[config.mk]
export PLATFORM = sky130hd
export DESIGN_NAME = cobs_frame_encoder
export DESIGN_NICKNAME = d
export VERILOG_FILES = /design/src/sv/cfe_pkg.sv /design/src/sv/cfe_ctrl.sv /design/src/sv/cfe_datapath.sv /design/src/sv/cobs_frame_encoder.sv
export SDC_FILE = /design/constraint.sdc
export NUM_CORES = 2
export LEC_CHECK = 0
export BUFFER_PORTS_ARGS = -buffer_cell sky130_fd_sc_hd__clkbuf_2
export CELL_PAD_IN_SITES_DETAIL_PLACEMENT = 0
export CELL_PAD_IN_SITES_GLOBAL_PLACEMENT = 1
export CORE_MARGIN = 8
export CORE_UTILIZATION = 55
export CTS_CLUSTER_DIAMETER = 80
export CTS_CLUSTER_SIZE = 10
export DETAILED_ROUTE_END_ITERATION = 10
export PLACE_DENSITY_LB_ADDON = 0.1
export SYNTH_ARGS = -nofsm -noshare
export SYNTH_HDL_FRONTEND = slang
export SYNTH_SLANG_ARGS = --single-unit
[constraint.sdc]
create_clock -name clk -period 4.8 [get_ports clk]
set_input_delay 0.24 -clock clk [delete_from_list [all_inputs] [get_ports clk]]
set_output_delay 0.24 -clock clk [all_outputs]
set_load 0.05 [all_outputs]
[src/sv/cfe_pkg.sv]
`default_nettype none

package cfe_pkg;

	// run store geometry and fixed code bytes
	localparam int unsigned RunDepth = 254;
	localparam logic [7:0] RunFull = 8'(RunDepth);
	localparam logic [7:0] FullCode = 8'hFF;
	localparam logic [7:0] EmptyCode = 8'h01;
	localparam int unsigned LaneCount = 4;

	// controller states
	typedef enum logic [1:0] {
		ST_IDLE = 2'b01,
		ST_EMIT = 2'b10
	} state_t;

	// controller to datapath
	typedef struct packed {
		logic take;
		logic emit;
	} cmd_t;

	// datapath to controller
	typedef struct packed {
		logic flush_req;
		logic last_byte;
	} sts_t;

endpackage

`default_nettype wire

[src/sv/cfe_ctrl.sv]
`default_nettype none

module cfe_ctrl (
	input  wire logic         clk,
	input  wire logic         arst_n,
	input  wire logic         in_valid,
	output logic              in_stall,
	input  wire cfe_pkg::sts_t sts,
	output cfe_pkg::cmd_t     cmd
);
	import cfe_pkg::*;

	state_t state_q;
	state_t state_d;

	// next state
	always_comb begin
		state_d = state_q;
		unique case (state_q)
			ST_IDLE: begin
				if (in_valid && sts.flush_req) state_d = ST_EMIT;
			end
			ST_EMIT: begin
				if (sts.last_byte) state_d = ST_IDLE;
			end
			default: state_d = ST_IDLE;
		endcase
	end

	always_ff @(posedge clk or negedge arst_n) begin
		if (!arst_n) state_q <= ST_IDLE;
		else state_q <= state_d;
	end

	// commands
	assign in_stall = (state_q != ST_IDLE);
	assign cmd.take = (state_q == ST_IDLE) && in_valid;
	assign cmd.emit = (state_q == ST_EMIT);

endmodule

`default_nettype wire

[src/sv/cfe_datapath.sv]
`default_nettype none

module cfe_datapath (
	input  wire logic          clk,
	input  wire logic          arst_n,
	input  wire cfe_pkg::cmd_t cmd,
	output cfe_pkg::sts_t      sts,
	input  wire logic [7:0]    data_byte,
	input  wire logic          byte_valid,
	input  wire logic          frame_end,
	output logic               out_valid,
	input  wire logic          out_stall,
	output logic [7:0]         out_byte_0,
	output logic [7:0]         out_byte_1,
	output logic [7:0]         out_byte_2,
	output logic [7:0]         out_byte_3,
	output logic [2:0]         byte_count,
	output logic               run_last,
	output logic               frame_last
);
	import cfe_pkg::*;

	// run store
	logic [7:0] mem_q [RunDepth];
	logic [7:0] rd_q;

	logic [7:0] len_q;
	logic [7:0] code_q;
	logic [7:0] n_q;
	logic       end_q;
	logic [8:0] cnt_q;
	logic [8:0] last_q;

	// pack buffer
	logic [7:0] pbyte_q [LaneCount];
	logic [2:0] pcnt_q;
	logic       pfull_q;
	logic       prun_q;
	logic       plast_q;

	// output register
	logic       ov_q;
	logic [7:0] obyte_q [LaneCount];
	logic [2:0] ocnt_q;
	logic       orun_q;
	logic       olast_q;

	logic [7:0] new_len;
	logic       is_zero;
	logic       full;
	logic       store_wr;
	logic       xfer;
	logic       adv;
	logic       last;
	logic [1:0] slot;
	logic [7:0] cur_byte;

	// input decode
	assign new_len  = len_q + 8'd1;
	assign is_zero  = (data_byte == 8'd0);
	assign full     = (new_len == RunFull);
	assign store_wr = cmd.take && byte_valid && !is_zero;
	assign sts.flush_req = byte_valid ? (is_zero || full || frame_end) : frame_end;

	// emission stepping
	assign xfer = pfull_q && (!ov_q || !out_stall);
	assign adv  = cmd.emit && (!pfull_q || xfer);
	assign last = (cnt_q == last_q);
	assign sts.last_byte = adv && last;
	assign slot = pfull_q ? 2'd0 : pcnt_q[1:0];

	always_comb begin
		if (cnt_q == 9'd0) cur_byte = code_q;
		else if (cnt_q <= {1'b0, n_q}) cur_byte = rd_q;
		else cur_byte = EmptyCode;
	end

	// store write and prefetch read
	always_ff @(posedge clk) begin
		if (store_wr) mem_q[len_q] <= data_byte;
		if (adv && (cnt_q < 9'(RunDepth))) rd_q <= mem_q[cnt_q[7:0]];
	end

	// run bookkeeping
	always_ff @(posedge clk or negedge arst_n) begin
		if (!arst_n) begin
			len_q <= 8'd0;
			cnt_q <= 9'd0;
		end else begin
			if (cmd.take) begin
				cnt_q <= 9'd0;
				if (sts.flush_req) len_q <= 8'd0;
				else if (store_wr) len_q <= new_len;
			end else if (adv) begin
				cnt_q <= cnt_q + 9'd1;
			end
		end
	end

	// flush descriptor
	always_ff @(posedge clk) begin
		if (cmd.take) begin
			end_q <= frame_end;
			if (byte_valid && is_zero) begin
				code_q <= new_len;
				n_q    <= len_q;
				last_q <= {1'b0, len_q} + {8'd0, frame_end};
			end else if (byte_valid && full) begin
				code_q <= FullCode;
				n_q    <= new_len;
				last_q <= {1'b0, new_len} + {8'd0, frame_end};
			end else if (byte_valid) begin
				code_q <= new_len + 8'd1;
				n_q    <= new_len;
				last_q <= {1'b0, new_len};
			end else begin
				code_q <= new_len;
				n_q    <= len_q;
				last_q <= {1'b0, len_q};
			end
		end
	end

	// pack buffer control
	always_ff @(posedge clk or negedge arst_n) begin
		if (!arst_n) begin
			pfull_q <= 1'b0;
			pcnt_q  <= 3'd0;
		end else if (adv) begin
			pcnt_q  <= {1'b0, slot} + 3'd1;
			pfull_q <= (slot == 2'd3) || last;
		end else if (xfer) begin
			pcnt_q  <= 3'd0;
			pfull_q <= 1'b0;
		end
	end

	// pack buffer bytes, unused lanes cleared on a fresh result
	always_ff @(posedge clk) begin
		if (adv) begin
			for (int i = 0; i < LaneCount; i++) begin
				if (i == int'(slot)) pbyte_q[i] <= cur_byte;
				else if (slot == 2'd0) pbyte_q[i] <= 8'd0;
			end
			prun_q  <= last;
			plast_q <= last && end_q;
		end
	end

	// output register
	always_ff @(posedge clk or negedge arst_n) begin
		if (!arst_n) ov_q <= 1'b0;
		else if (xfer) ov_q <= 1'b1;
		else if (!out_stall) ov_q <= 1'b0;
	end

	always_ff @(posedge clk) begin
		if (xfer) begin
			for (int i = 0; i < LaneCount; i++) obyte_q[i] <= pbyte_q[i];
			ocnt_q  <= pcnt_q;
			orun_q  <= prun_q;
			olast_q <= plast_q;
		end
	end

	assign out_valid  = ov_q;
	assign out_byte_0 = obyte_q[0];
	assign out_byte_1 = obyte_q[1];
	assign out_byte_2 = obyte_q[2];
	assign out_byte_3 = obyte_q[3];
	assign byte_count = ocnt_q;
	assign run_last   = orun_q;
	assign frame_last = olast_q;

endmodule

`default_nettype wire

[src/sv/cobs_frame_encoder.sv]
`default_nettype none

// COBS frame encoder without trailing delimiter. Feed one raw byte per request
// (byte_valid), mark the last request of a frame with frame_end; an end-only
// request closes the frame as well. Nonzero bytes collect in a 254-entry run
// store; a zero byte, a full run or the frame end flushes the run as a code
// byte plus the stored bytes, packed up to four per result. A request that
// flushes nothing is taken without holding the input. A flushing request
// holds the input while the code byte, the n stored bytes and any trailing
// 0x01 are sent, since the bytes leave the run store through its single read
// port one per cycle unless the output stalls. Results pass through an output
// register, so the next request is taken while the last result still waits.
module cobs_frame_encoder (
	input  wire logic       clk,
	input  wire logic       arst_n,
	input  wire logic       in_valid,
	output logic            in_stall,
	input  wire logic [7:0] data_byte,
	input  wire logic       byte_valid,
	input  wire logic       frame_end,
	output logic            out_valid,
	input  wire logic       out_stall,
	output logic [7:0]      out_byte_0,
	output logic [7:0]      out_byte_1,
	output logic [7:0]      out_byte_2,
	output logic [7:0]      out_byte_3,
	output logic [2:0]      byte_count,
	output logic            run_last,
	output logic            frame_last
);
	import cfe_pkg::*;

	cmd_t cmd;
	sts_t sts;

	// sequencing
	cfe_ctrl u_ctrl (
		.clk      (clk),
		.arst_n   (arst_n),
		.in_valid (in_valid),
		.in_stall (in_stall),
		.sts      (sts),
		.cmd      (cmd)
	);

	// run store, packing and output register
	cfe_datapath u_datapath (
		.clk        (clk),
		.arst_n     (arst_n),
		.cmd        (cmd),
		.sts        (sts),
		.data_byte  (data_byte),
		.byte_valid (byte_valid),
		.frame_end  (frame_end),
		.out_valid  (out_valid),
		.out_stall  (out_stall),
		.out_byte_0 (out_byte_0),
		.out_byte_1 (out_byte_1),
		.out_byte_2 (out_byte_2),
		.out_byte_3 (out_byte_3),
		.byte_count (byte_count),
		.run_last   (run_last),
		.frame_last (frame_last)
	);

endmodule

`default_nettype wire
**After elaboration in Yosys (flattened, before gate mapping)**

Memory sizes are Yosys's and may differ from the RTL's. A register that Yosys moved wholly into a read port is not among the register bits.
Cells that the tools add are included.

- ROM bits: 0
- Bits of input ports: 14
- Logic and storage cells: 130
- Flip-flop bits (word level): 57
- RAM bits: 2096
- Memories: 3
- Bits in latches: 0
- Output and inout port bits: 39

Memory list:

| memory | words | bits a word | rd ports | clocked after memory_dff | wr ports | line | text |
|---|---|---|---|---|---|---|---|
| u_datapath.mem_q | 254 | 8 | 1 | 1 | 1 | cfe_datapath.sv:24 | `logic [7:0] mem_q [RunDepth];` |
| u_datapath.obyte_q | 4 | 8 | 4 | 0 | 4 | cfe_datapath.sv:43 | `logic [7:0] obyte_q [LaneCount];` |
| u_datapath.pbyte_q | 4 | 8 | 4 | 0 | 4 | cfe_datapath.sv:35 | `logic [7:0] pbyte_q [LaneCount];` |

- Multiply operators: 0
- Add/subtract/negate cells: 6
- Div/mod/pow operators: 0
- Muxes and demuxes: 59
- Shifts and indexed selects: 0
- Eq/ne operators: 12
- Magnitude comparators: 2
- Bitwise logic cells: 4
- Reduce and logical (&&, ||, !) cells: 29

Operators by type and width:

| operator | count |
|---|---|
| 2-to-1 mux 8 bit | 15 |
| 2-to-1 mux 9 bit | 4 |
| 2-to-1 mux 1 bit | 34 |
| adder 8 x 1 -> 9 bit | 2 |
| adder 8 x 1 -> 8 bit (second input constant) | 2 |
| logical AND 1 bit | 11 |
| adder 9 x 1 -> 9 bit (second input constant) | 1 |
| == test 9 bit | 1 |
| less-or-equal comparator 9 x 8 -> 1 bit | 1 |
| logical NOT 9 bit | 1 |
| < comparator 9 x 8 -> 1 bit (second input constant) | 1 |
| == test 8 bit (second input constant) | 1 |
| logical NOT 8 bit | 1 |
| 2-to-1 mux 2 bit | 3 |
| 2-to-1 mux 3 bit | 2 |
| inequality test 2 x 1 -> 1 bit (second input constant) | 3 |
| nonzero test 2 bit | 3 |
| logical OR 1 bit | 5 |
| == test 2 bit (first input constant) | 2 |
| == test 2 bit (second input constant) | 2 |
| logical NOT 1 bit | 4 |
| logical NOT 2 bit | 2 |
| OR 1 bit | 4 |
| one-hot mux 2 bit (2 select lines) | 1 |
| other kinds (5) | 6 |

**Longest topological paths before layout**

- Word-level depth: 8
- Depth in mapped cells: 12
- Mapped depth without buffers: 9

**By module**

From an unflattened synthesis, not the netlist that was laid out.

- Cell total of the unflattened synthesis: 4290
- Area total of the unflattened synthesis: 85061.6 µm²

Modules (own cells, without submodules):

| module | seq. area each (µm²) | area an instance (µm²) | cells an instance | instances |
|---|---|---|---|---|
| cfe_datapath | 64642.0 | 84966.5 | 4280 | 1 |
| cfe_ctrl | 51.3 | 95.1 | 10 | 1 |

**Worst setup path before layout**

No wires, ideal clock.

- Kind: register to register
- Start point: reg u_ctrl.state_q[0]
- End point: mem u_datapath.mem_q[117][0] (enable)
- Required time: 4.430 ns
- Cell stages (with the launch flop): 9
- Arrival time: 2.706 ns
- Period minus slack after synthesis: 3.077 ns
- Path slack: 1.723 ns
- Setup time: 0.370 ns
- Path buffers: 1
- Cell sequence: dfstp_2 nand2b_1 or2_2 inv_1 nand2_1 nor3b_1 nand3_1 buf_2 nor2_1

- Cells in the longest elaborated chain, start to end: 6

Ends and longest elaborated chain:

| element | line | text |
|---|---|---|
| from (decl) | cfe_ctrl.sv:13 | `state_t state_q;` |
| from (signal assigned) | cfe_ctrl.sv:32 | `else state_q <= state_d;` |
| == test 2 x 1 -> 1 bit | cfe_ctrl.sv:37 | `assign cmd.take = (state_q == ST_IDLE) && in_valid;` |
| logical AND 1 bit | cfe_ctrl.sv:37 |  |
| logical AND 1 bit (2 in a row) | cfe_datapath.sv:62 | `assign store_wr = cmd.take && byte_valid && !is_zero;` |
| 2-to-1 mux 1 bit | cfe_datapath.sv:80 | `if (store_wr) mem_q[len_q] <= data_byte;` |
| 2-to-1 mux 1 bit (not written as such) | cfe_datapath.sv:80 |  |
| to (decl) | cfe_datapath.sv:24 |  |

Every way passes these cells.

**Worst setup path after layout**

- Start point: reg u_datapath.cnt_q[0]
- End point: reg u_datapath.rd_q[0], read port of u_datapath.mem_q (data pin)

- Cells in the longest elaborated chain, start to end: 2

Ends and longest elaborated chain:

| element | line | text |
|---|---|---|
| from (decl) | cfe_datapath.sv:31 | `logic [8:0] cnt_q;` |
| from (signal assigned) | cfe_datapath.sv:95 | `cnt_q <= cnt_q + 9'd1;` |
| < comparator 9 x 8 -> 1 bit | cfe_datapath.sv:81 | `if (adv && (cnt_q < 9'(RunDepth))) rd_q <= mem_q[cnt_q[7:0]];` |
| logical AND 1 bit | cfe_datapath.sv:81 |  |
| to (decl) | cfe_datapath.sv:25 | `logic [7:0] rd_q;` |

Several ways; a longest one is shown, not always the timed one.
A chain may end at the register's enable or synchronous reset.

==> qor.yml <==
detailed_routing:
  drcViolationCount: 0
  dr.first_iter.drc_count: 6055
  drt-pass1-iter-count: 6
  routed_wl_um: 233000
  vias_per_cell: 6.58
  wl_per_cell_um: 35.1
  via_count: 43800
  ant_nets: 0
logic_synthesis:
  synthesis.area_um2: 85300
  yosysWarnings: 0
  synth_enable_flop_cells: 2129
  synth.area.top_cells: "edfxtp_1, mux4_2, mux2i_1"
  syn-num-nets: 4197
  synth_top_area_share_pct: 74.9
  seq_area_frac_synth_pct: 75.8
  ys.flop_type: "edfxtp_1"
  post-synth-top-area-cell: "edfxtp_1"
  ys_types: 83
  ys_ff_latch: 2161
  synthCells: 4160
  syn_avg_cell_area_um2: 20.5
  async_reset_ff_share_pct: 1.11
clocking:
  clock-sinks: 2161
  cts_buffers: 234
  hold_buffers: 14
  cts_resized: 0
  clock_latency_ps: 860
  post-cts-setup-buffers: 0
  h-tree-depth: 4
  cts_tree: "yes"
  clk_pin_slew_ps: 60
  clockBufferDepth: 3
  cts_root_buffer: "clkbuf_16"
finish:
  final_cell_mix: "edfxtp_1, mux4_2, buf_4, nor2_1, clkbuf_16"
  multiInputGateArea_um2: 19000
  final_cells: 6648
  fill_cells: 10600
  syn2layout_area_growth_pct: 12.4
  seqCellArea_um2: 64700
  final_common_cell: "edfxtp_1"
  fin_nets: 4600
  fin_util_pct: 62.3
  fin_area_um2: 95900
  drive_gt1_share_pct: 25.8
global_route:
  grt_max_degree: 233
  antenna_found_initial: 11
  use_met1_pct: 40.0
  grtUsageMet3_pct: 5.27
  globalRoute.totalOverflow: 0
  grt_util_met2_pct: 43.3
  grt_pass1_vias: 43600
  grt-busiest-layer: "met2"
  grt_pass1_wl_um: 331000
  track_usage_pct: 27.6
die:
  initial_core_util_pct: 55.4
  core-area_um2: 154000
  die-area_um2: 168000
  fp.dieH_um: 410
  die_w_um: 410
  rows: 144
  io-pin-count: 53
run:
  maxCapViolCount: 0
worst_hold_path:
  min_path_type: "input pin to flop"
power_and_ir_drop:
  ir_drop_v: 0.000359
  finalPower_mw: 39.2
  leakage_nw: 30.5
  p_per_area_nw_per_um2: 409
timing:
  min_period_ps: 4370
  rsz0062_at_grt: "no"
  final-setup-viol-count: 0
  hold_slack_ps: 82.7
  slew_headroom_pct: 9.82
  finalCritPeriodShare_pct: 91.1
  setup_ws_ps: 426
  setup_tns_ps: 0
  finalHoldViolCount: 0
  tightest_slew_ps: 1350
  fmax_mhz: 229
  final_max_slew_viol_count: 0
  fin_skew_ps: 24.9
setup_path:
  crit_fanout: 28
  max_stage_delay_ps: 1050
  crit_chain: "buf_12, buf_12, mux4_2, mux4_2, o21ai_0, o22ai_1, o32a_1"
  critPathSlowestCell: "o21ai_0"
  crit_required_ps: 5410
  path_class: "flop to flop"
  cp-end-kind: "flop"
  start_kind: "flop"
  worstPathArrival_ps: 4980
placement:
  io_buffers: 52
  dpl_cell_area_um2: 89500
  hpwlAfterDp_um: 146000
  dpl.cell_count: 6357
  dp_slack_ps: 518
  gp_congestion: 0.878
status:
  status: "completed"
## per-layer routing
metal,share of wire [%],routed length (µm),up-vias
li1,-,-,17800
met5,0.015,34,-
met4,3.0,7010,4
met3,9.2,21500,368
met1,40,93600,23200
met2,48,111000,2356
## power breakdown
group          switching [mW]  internal (mW)  leakage [nW]
Clock                    6.78           8.75          3.04
Sequential              0.124           20.9          19.5
Combinational            1.63           1.06          7.88
## registers in the layout, summed over array words and instances, names as in the netlist, 3 cells and up
signal / count
u_datapath.len_q: 8
u_datapath.pcnt_q: 3
u_datapath.byte_count: 3
u_datapath.cnt_q: 9
u_datapath.pbyte_q: 32
u_datapath.n_q: 8
u_datapath.mem_q: 2032
u_datapath.last_q: 9
u_datapath.obyte_q: 32
u_datapath.rd_q: 8
u_datapath.code_q: 8
## final timing paths
kind	start	slack, ps	endpoint	cells past startpoint
max	u_datapath.cnt_q[0]	430	u_datapath.rd_q[0]	7
min	byte_valid	80	u_datapath.last_q[3]	2
max reg2reg	u_datapath.cnt_q[0]	430	u_datapath.rd_q[0]	7
min reg2reg	u_datapath.pbyte_q[1][5]	420	u_datapath.obyte_q[1][5]	0
max in group asynchronous	arst_n	4130	u_datapath.cnt_q[0]	4
min in group asynchronous	arst_n	480	u_ctrl.state_q[0]	3
## synth_stat cells, types with 18 or more instances
master    number
xnor2_1       24
ha_1          23
o22ai_1       38
nand3_1       40
a31oi_1       18
mux4_1        22
clkbuf_1      71
buf_4         28
mux4_2       490
a21oi_1       71
nor3_1        27
nor2_1       316
nand2_1      186
a22oi_1       27
o211ai_1      18
o21ai_0       61
edfxtp_1    2129
dfrtp_1       23
buf_2         70
inv_1         24
buf_1         18
mux2i_1      146
buf_6         32
## cells by family after synthesis
family | share of synthesized area, %
flops | 75.8
mux | 15.5
simple gates | 3.37
compound gates | 2.61
buf+inv | 2.00
xor+xnor | 0.339
fa+ha+maj | 0.337
## cell type report
cell class                      instances  area share [%]
Sequential cell                      2161            67.4
Tap cell                             2044            2.67
Clock inverter                         13           0.239
Timing Repair Buffer                  409            3.48
Multi-Input combinational cell       1729            19.8
Clock buffer                          259            6.27
Antenna cell                            5          0.0130
Inverter                               28           0.117
## worst max-delay path: cells and delay by family, from the launching register on
kind            cells  cell delay [ps]
compound gates      3             1600
buf+inv             2              600
flops               1              790
mux                 2             1070
Note: power is estimated with default switching activity, not from simulation.
